### config.mk
export PLATFORM = sky130hd
export DESIGN_NAME = gamepad_teleop_mapper
export DESIGN_NICKNAME = d
export VERILOG_FILES = /design/src/rtl/gtm_pkg.sv /design/src/rtl/gamepad_teleop_mapper.sv
export VERILOG_INCLUDE_DIRS = /design/src /design/src/rtl
export SDC_FILE = /design/constraint.sdc
export NUM_CORES = 2
export LEC_CHECK = 0
export ABC_AREA = 1
export BUFFER_PORTS_ARGS = -buffer_cell sky130_fd_sc_hd__buf_4
export CORE_UTILIZATION = 50
export DETAILED_ROUTE_END_ITERATION = 8
export PLACE_DENSITY = 0.65
export SYNTH_ARGS = -nofsm -noshare
export SYNTH_HDL_FRONTEND = slang
export SYNTH_SLANG_ARGS = --single-unit
### constraint.sdc
create_clock -name clock -period 16.5 [get_ports clock]
set_input_delay 0.825 -clock clock [delete_from_list [all_inputs] [get_ports clock]]
set_output_delay 0.825 -clock clock [all_outputs]
set_load 0.01 [all_outputs]
### src/rtl/gamepad_teleop_mapper_macros.svh
// assertion macros for the gamepad teleop mapper
// expects a clock named clock and an active-high reset named reset in scope
`ifndef GAMEPAD_TELEOP_MAPPER_MACROS_SVH
`define GAMEPAD_TELEOP_MAPPER_MACROS_SVH

// condition implies property in the same cycle
`define GTM_ASSERT_IMP(label, cond, prop, msg) \
   label: assert property (@(posedge clock) disable iff (reset) (cond) |-> (prop)) \
      else $error(msg);

// condition implies property in the next cycle
`define GTM_ASSERT_NXT(label, cond, prop, msg) \
   label: assert property (@(posedge clock) disable iff (reset) (cond) |=> (prop)) \
      else $error(msg);

`endif

### src/rtl/gtm_pkg.sv
// shared constants and codes for the gamepad teleop mapper
// no dependencies
package gtm_pkg;

   localparam int AXIS_BITS_DEF = 16;
   localparam int TIME_BITS_DEF = 48;

   localparam int FACTOR_BITS = 16;
   localparam int FRAC_BITS   = 15;
   localparam int FSUM_BITS   = FACTOR_BITS + 3;
   localparam logic [FACTOR_BITS-1:0] FACTOR_ONE = FACTOR_BITS'(32768);

   localparam int CSR_INDEX_BITS = 1;
   localparam int CSR_DATA_BITS  = 32;
   localparam int DEBOUNCE_BITS  = 32;

   localparam logic [DEBOUNCE_BITS-1:0] DEBOUNCE_RESET = DEBOUNCE_BITS'(200000);
   localparam logic [FACTOR_BITS-1:0]   STEP_RESET     = FACTOR_BITS'(3277);

   localparam logic [CSR_INDEX_BITS-1:0] CSR_DEBOUNCE = 1'b0;
   localparam logic [CSR_INDEX_BITS-1:0] CSR_STEP     = 1'b1;

   localparam int NUM_BTN  = 4;
   localparam int BTN_A     = 0;
   localparam int BTN_START = 1;
   localparam int BTN_LEFT  = 2;
   localparam int BTN_RIGHT = 3;

   localparam int NUM_AXES = 6;

   typedef logic [1:0] code_type;

   localparam code_type GRIP_NONE  = 2'd0;
   localparam code_type GRIP_OPEN  = 2'd1;
   localparam code_type GRIP_CLOSE = 2'd2;

   localparam code_type LEARN_NONE = 2'd0;
   localparam code_type LEARN_OFF  = 2'd1;
   localparam code_type LEARN_ON   = 2'd2;

endpackage

### src/rtl/gamepad_teleop_mapper.sv
// gamepad teleop mapper top level: debounce, speed factor, axis scaling
// depends on gtm_pkg and gamepad_teleop_mapper_macros.svh
`include "gamepad_teleop_mapper_macros.svh"

// Takes one gamepad request per clock cycle while req_ready is high and returns one result
// per request, in order. A request passes three register stages: the input register, the
// decision register (button lockouts, speed factor, gripper and learning toggles, updated as
// the request leaves the input register) and the result register after the six axis
// multipliers, which drives rsp_valid. The stages hold while rsp_ready is low and the
// block keeps accepting until all three are full. Registers are written through the csr
// port, always ready, only while the block is idle, a user rule the block does not enforce.
module gamepad_teleop_mapper #(
   parameter int AXIS_BITS = gtm_pkg::AXIS_BITS_DEF,
   parameter int TIME_BITS = gtm_pkg::TIME_BITS_DEF
) (
   input  logic                                 clock,
   input  logic                                 reset,

   input  logic                                 csr_valid,
   output logic                                 csr_ready,
   input  logic [gtm_pkg::CSR_INDEX_BITS-1:0]   csr_index,
   input  logic [gtm_pkg::CSR_DATA_BITS-1:0]    csr_wdata,

   input  logic                                 req_valid,
   output logic                                 req_ready,
   input  logic [TIME_BITS-1:0]                 req_now_time,
   input  logic                                 req_press_a,
   input  logic                                 req_press_start,
   input  logic                                 req_press_left_shoulder,
   input  logic                                 req_press_right_shoulder,
   input  logic signed [AXIS_BITS-1:0]          req_right_stick_vertical,
   input  logic signed [AXIS_BITS-1:0]          req_left_stick_horizontal,
   input  logic signed [AXIS_BITS-1:0]          req_left_stick_vertical,
   input  logic signed [AXIS_BITS-1:0]          req_pad_vertical,
   input  logic signed [AXIS_BITS-1:0]          req_pad_horizontal,
   input  logic signed [AXIS_BITS-1:0]          req_right_stick_horizontal,

   output logic                                 rsp_valid,
   input  logic                                 rsp_ready,
   output logic signed [AXIS_BITS-1:0]          rsp_linear_x,
   output logic signed [AXIS_BITS-1:0]          rsp_linear_y,
   output logic signed [AXIS_BITS-1:0]          rsp_linear_z,
   output logic signed [AXIS_BITS-1:0]          rsp_angular_x,
   output logic signed [AXIS_BITS-1:0]          rsp_angular_y,
   output logic signed [AXIS_BITS-1:0]          rsp_angular_z,
   output logic [1:0]                           rsp_gripper_command,
   output logic [1:0]                           rsp_learning_request,
   output logic [gtm_pkg::FACTOR_BITS-1:0]      rsp_speed_factor_now
);
   import gtm_pkg::*;

   localparam int PROD_BITS = AXIS_BITS + FACTOR_BITS + 1;

   // configuration
   logic [DEBOUNCE_BITS-1:0] debounce_ff;
   logic [FACTOR_BITS-1:0]   step_ff;

   // pipeline control
   logic a_valid_ff, b_valid_ff, r_valid_ff;
   logic a_adv, b_adv, req_load;

   // input stage
   logic [TIME_BITS-1:0]                a_now_ff;
   logic [NUM_BTN-1:0]                  a_press_ff;
   logic [NUM_AXES-1:0][AXIS_BITS-1:0]  a_axis_ff;

   // decision stage
   logic [NUM_AXES-1:0][AXIS_BITS-1:0]  b_axis_ff;
   logic [FACTOR_BITS-1:0]              b_factor_ff;
   code_type                            b_grip_ff;
   code_type                            b_learn_ff;

   // result stage
   logic [NUM_AXES-1:0][AXIS_BITS-1:0]  r_axis_ff;
   logic [FACTOR_BITS-1:0]              r_factor_ff;
   code_type                            r_grip_ff;
   code_type                            r_learn_ff;

   // persistent state
   logic [NUM_BTN-1:0][TIME_BITS-1:0]   deadline_ff, deadline_in;
   logic [FACTOR_BITS-1:0]              speed_factor_ff, speed_factor_in;
   logic                                gripper_opened_ff, gripper_opened_in;
   logic                                learning_on_ff, learning_on_in;

   logic [NUM_BTN-1:0]                  accepted;
   logic [TIME_BITS:0]                  dl_sum;
   logic [TIME_BITS-1:0]                dl_next;
   logic signed [FSUM_BITS-1:0]         f_sum;
   code_type                            grip_code, learn_code;
   logic signed [PROD_BITS-1:0]         prod [NUM_AXES];

   assign csr_ready = 1'b1;

   always_ff @(posedge clock) begin
      if (reset) begin
         debounce_ff <= DEBOUNCE_RESET;
         step_ff     <= STEP_RESET;
      end else if (csr_valid && csr_ready) begin
         case (csr_index)
            CSR_DEBOUNCE: debounce_ff <= csr_wdata;
            CSR_STEP:     step_ff     <= csr_wdata[FACTOR_BITS-1:0];
            default:      ;
         endcase
      end
   end

   // flow control
   assign b_adv     = b_valid_ff && (!r_valid_ff || rsp_ready);
   assign a_adv     = a_valid_ff && (!b_valid_ff || b_adv);
   assign req_ready = !a_valid_ff || a_adv;
   assign req_load  = req_valid && req_ready;

   always_ff @(posedge clock) begin
      if (reset) begin
         a_valid_ff <= 1'b0;
         b_valid_ff <= 1'b0;
         r_valid_ff <= 1'b0;
      end else begin
         if (req_ready) begin
            a_valid_ff <= req_valid;
         end
         if (!b_valid_ff || b_adv) begin
            b_valid_ff <= a_valid_ff;
         end
         if (!r_valid_ff || rsp_ready) begin
            r_valid_ff <= b_valid_ff;
         end
      end
   end

   always_ff @(posedge clock) begin
      if (req_load) begin
         a_now_ff              <= req_now_time;
         a_press_ff[BTN_A]     <= req_press_a;
         a_press_ff[BTN_START] <= req_press_start;
         a_press_ff[BTN_LEFT]  <= req_press_left_shoulder;
         a_press_ff[BTN_RIGHT] <= req_press_right_shoulder;
         a_axis_ff[0]          <= req_right_stick_vertical;
         a_axis_ff[1]          <= req_left_stick_horizontal;
         a_axis_ff[2]          <= req_left_stick_vertical;
         a_axis_ff[3]          <= req_pad_vertical;
         a_axis_ff[4]          <= req_pad_horizontal;
         a_axis_ff[5]          <= req_right_stick_horizontal;
      end
   end

   // button lockout and state update
   assign dl_sum  = {1'b0, a_now_ff} + (TIME_BITS+1)'(debounce_ff);
   assign dl_next = dl_sum[TIME_BITS] ? {TIME_BITS{1'b1}} : dl_sum[TIME_BITS-1:0];

   always_comb begin
      for (int i = 0; i < NUM_BTN; i++) begin
         accepted[i]    = a_press_ff[i] && (a_now_ff > deadline_ff[i]);
         deadline_in[i] = accepted[i] ? dl_next : deadline_ff[i];
      end
   end

   always_comb begin
      f_sum = FSUM_BITS'(speed_factor_ff);
      if (accepted[BTN_RIGHT]) begin
         f_sum = f_sum + FSUM_BITS'(step_ff);
      end
      if (accepted[BTN_LEFT]) begin
         f_sum = f_sum - FSUM_BITS'(step_ff);
      end
      if (f_sum[FSUM_BITS-1]) begin
         speed_factor_in = '0;
      end else if (f_sum > signed'(FSUM_BITS'(FACTOR_ONE))) begin
         speed_factor_in = FACTOR_ONE;
      end else begin
         speed_factor_in = f_sum[FACTOR_BITS-1:0];
      end
   end

   always_comb begin
      gripper_opened_in = gripper_opened_ff ^ accepted[BTN_A];
      learning_on_in    = learning_on_ff ^ accepted[BTN_START];
      grip_code         = GRIP_NONE;
      learn_code        = LEARN_NONE;
      if (accepted[BTN_A]) begin
         grip_code = gripper_opened_in ? GRIP_OPEN : GRIP_CLOSE;
      end
      if (accepted[BTN_START]) begin
         learn_code = learning_on_in ? LEARN_ON : LEARN_OFF;
      end
   end

   always_ff @(posedge clock) begin
      if (reset) begin
         deadline_ff       <= '0;
         speed_factor_ff   <= '0;
         gripper_opened_ff <= 1'b0;
         learning_on_ff    <= 1'b0;
      end else if (a_adv) begin
         deadline_ff       <= deadline_in;
         speed_factor_ff   <= speed_factor_in;
         gripper_opened_ff <= gripper_opened_in;
         learning_on_ff    <= learning_on_in;
      end
   end

   always_ff @(posedge clock) begin
      if (a_adv) begin
         b_axis_ff   <= a_axis_ff;
         b_factor_ff <= speed_factor_in;
         b_grip_ff   <= grip_code;
         b_learn_ff  <= learn_code;
      end
   end

   // axis scaling, arithmetic shift by the fraction width
   always_comb begin
      for (int i = 0; i < NUM_AXES; i++) begin
         prod[i] = signed'(b_axis_ff[i]) * signed'({1'b0, b_factor_ff});
      end
   end

   always_ff @(posedge clock) begin
      if (b_adv) begin
         for (int i = 0; i < NUM_AXES; i++) begin
            r_axis_ff[i] <= prod[i][FRAC_BITS +: AXIS_BITS];
         end
         r_factor_ff <= b_factor_ff;
         r_grip_ff   <= b_grip_ff;
         r_learn_ff  <= b_learn_ff;
      end
   end

   assign rsp_valid            = r_valid_ff;
   assign rsp_linear_x         = r_axis_ff[0];
   assign rsp_linear_y         = r_axis_ff[1];
   assign rsp_linear_z         = r_axis_ff[2];
   assign rsp_angular_x        = r_axis_ff[3];
   assign rsp_angular_y        = r_axis_ff[4];
   assign rsp_angular_z        = r_axis_ff[5];
   assign rsp_gripper_command  = r_grip_ff;
   assign rsp_learning_request = r_learn_ff;
   assign rsp_speed_factor_now = r_factor_ff;

   `GTM_ASSERT_IMP(a_factor_bound, 1'b1, speed_factor_ff <= FACTOR_ONE, "speed factor above one")
   `GTM_ASSERT_NXT(a_grip_toggle, a_adv && accepted[BTN_A],
      gripper_opened_ff != $past(gripper_opened_ff), "gripper did not toggle")
   `GTM_ASSERT_NXT(a_deadline_moves, a_adv && accepted[BTN_START],
      deadline_ff[BTN_START] >= $past(a_now_ff), "deadline behind time")
   `GTM_ASSERT_NXT(a_req_lands, req_load, a_valid_ff, "accepted request lost")
   `GTM_ASSERT_IMP(a_grip_code, r_valid_ff,
      (r_grip_ff == GRIP_NONE || r_grip_ff == GRIP_OPEN || r_grip_ff == GRIP_CLOSE),
      "invalid gripper code")

endmodule
==> results.md <==
- Share of post-route cells with drive strength above 1: ~5.5%
- Number of setup violations in the final report: 0
- Most common cell after layout, fill and taps aside: inv_1
- Number of H-tree levels: 3
- RSZ-0062 raised after global routing: false
- Hold path cells: 1
- Least-Margin Pin Slew: 1165 ps
- Critical path launch point type: flop
- Total CTS buffers: 80
- Buffers added on ports: a little over 300
- Most frequent cells in the layout: inv_1 (2543), nand2_1 (2207), fa_1 (1161)
- Cts hold-fix bufs: 0
- Clock transition at the registers of the reported paths: 60 ps
- Final layout net count: between 10000 and 15000
- Worst Hold Endpoint: a_now_ff[3]$_DFFE_PP_
- Chip height: ~400 um
- Ys async rst share: 0%
- Worst R2R Setup Slack: ~9000 ps
- Antenna violations before repair: 7
- Final WL: ~230 mm
- DRC marker count from the first detailed-route iteration: between 4000 and 5000
- Final Critical Period: around 7400 ps
- Synth Flop Type: edfxtp_1
- Clk buf depth: 3
- Root Buffer: clkbuf_16
- Area Overhead vs Synth: 8.213%
- Placer Congestion: 0.9460
- WP data arrival: about 8000 ps
- Vias in the first global route: between 60000 and 70000
- DRC: 0
- Hold Violations, Final: 0
- Hold wc startpoint: req_now_time[3]
- Post-cts resize count: 0
- Die ar.: around 160000 um^2
- Fmax: 135.9 MHz
- Worst clock skew: approximately 47 ps
- Tot GR Track Use: approximately 29%
- Post-route ant nets: 0
- WP data required: roughly 17000 ps
- Netlist cell types: 58
- GRT overflow: 0
- Setup Total Neg Slack: 0 ps
- Slew HR: about 22%
- Netlist Area Pre-Place: about 81000 um^2
- Via/cell ratio: 5.250
- Largest net degree at the start of global routing: approximately 120
- Worst Path Max Fanout: 44
- Initial Util: between 50% and 60%
- Syn Nets: about 12000
- Vias: approximately 63000
- Dpl hpwl: about 170 mm
- Crit Reg-Reg Endpoint: rsp_angular_y[14]$_DFFE_PP_
- Max-Cap Viols: 0
- Core Area: ~160000 um^2
- Synthesized instance count: just under 10000
- Post-route clock period utilization: 44.60%
- Seq/Total Area, Yosys: approximately a fifth
- Worst min-delay path class: input port to flop
- Row count: approximately 150
- Max-slew violation count: 0
- Total setup buffers inserted after CTS: 0
- Post-Syn Area per Cell: 8.297 um^2
- Post-synth EDFFs: 380
- Crit Path Category: flop to flop
- CTS tree: done
- Routed WL per cell: approximately 19 um
- IO Count: 305
- Reg2Reg Depth: 24
- Die Span X: about 400 um
- CP Capture Type: flop
- Clock Latency Late Sink: 740 ps
- Warnings from Yosys: 0
- Outcome: completed
- Fill count: approximately 15000
- Pre-Repair DR Iteration Count: 8
- Sink Count: around 640
- First-pass GRT wire length: approximately 360 mm
- Worst reg2reg startpoint: b_factor_ff[7]$_DFFE_PP_
- Yosys reg bits: 641
cell families after synthesis:
family	after synthesis	share of synthesized area, %
buf+inv	2979	13.86
simple gates	2916	14.32
fa+ha+maj	2066	42.60
compound gates	1003	6.833
flops	641	20.50
xor+xnor	174	1.878
other cells	1	0.004622
stage by stage:
stage	setup WS, ps	area, um^2	hold slack (ps)	cells	util (%)
floorplan	9446	81140	400.3	9780	-
global placement	9320	84980	401.0	11870	52.87
detailed placement	9230	84980	404.5	11870	52.87
CTS	9185	87790	201.6	12010	54.61
global route	8761	87800	214.2	12020	54.62
finish	9141	87800	254.2	12020	54.62
state kept, by name, summed over array words and instances, names as in the netlist, 32 cells and up:
| name | flops |
|---|---|
| deadline_ff | 192 |
| a_axis_ff | 96 |
| b_axis_ff | 96 |
| a_now_ff | 48 |
| debounce_ff | 32 |
worst max path at each step:
stage | start | to | slack [ps] | cells past startpoint
final | b_factor_ff[7]$_DFFE_PP_ | rsp_angular_y[14]$_DFFE_PP_ | 9140 | 24
after global routing | b_factor_ff[7]$_DFFE_PP_ | rsp_angular_y[14]$_DFFE_PP_ | 8760 | 24
after CTS | b_factor_ff[7]$_DFFE_PP_ | rsp_angular_y[15]$_DFFE_PP_ | 9180 | 23
after detailed placement | b_factor_ff[7]$_DFFE_PP_ | rsp_angular_y[15]$_DFFE_PP_ | 9230 | 23
after global placement | b_factor_ff[8]$_DFFE_PP_ | rsp_linear_z[13]$_DFFE_PP_ | 9320 | 27
after floorplan | rsp_ready | rsp_angular_x[0]$_DFFE_PP_ | 9450 | 2
cell usage after synthesis (15+ instances only):
cell type	count	area, um^2
a211oi_1	51	382.9
a21o_1	16	120.1
a21oi_1	492	2462
a31oi_1	22	137.6
and2_1	15	93.84
clkbuf_1	397	1490
dfxtp_1	261	5225
edfxtp_1	380	11410
fa_1	1161	23240
ha_1	905	11320
inv_1	2545	9553
nand2_1	2207	8284
nand3_1	131	655.6
nand3_2	17	170.2
nand3b_1	19	142.6
nand4_1	47	294.0
nor2_1	405	1520
nor3_1	45	225.2
o211ai_1	23	172.7
o21a_1	26	195.2
o21ai_0	301	1506
xnor2_1	69	604.3
xor2_1	105	919.6
cell type report:
cell class	count	area (um^2)	area share, %
multi-input cells	6160	53300	60.71
flip-flops and latches	641	16640	18.95
inverters	2551	9595	10.93
repair buffers	354	2745	3.126
well taps	2160	2703	3.078
clock buffers	102	2177	2.479
clock inverters	45	634.4	0.7225
diodes	4	10.01	0.01140
per-layer routing:
layer | track usage [%] | vias up | share of wire (%)
met5 | 0 | - | 0.020
met2 | 48.89 | 2270 | 48
met3 | 4.393 | 434 | 7.3
met1 | 36.69 | 31030 | 40
met4 | 11.11 | 6 | 4.1
li1 | - | 29360 | -
critical path, cell delays in order, from the launching register on:
cell      delay, ps
edfxtp_1        550
buf_4           650
buf_4           650
nand2_1         170
fa_1            560
inv_1            60
fa_1            510
inv_1            60
fa_1            540
inv_1            60
fa_1            510
inv_1            60
fa_1            470
inv_1            50
fa_1            370
ha_1            370
nand2_1          90
nor2_1          140
nand4_1          90
o21ai_1         340
a21boi_0        240
o21ai_1         260
nand2_1          80
nand2_1          80
xor2_1           60
Power is not shown: default switching activity piles up to over one toggle a cycle in this logic, so the estimate is an artifact.
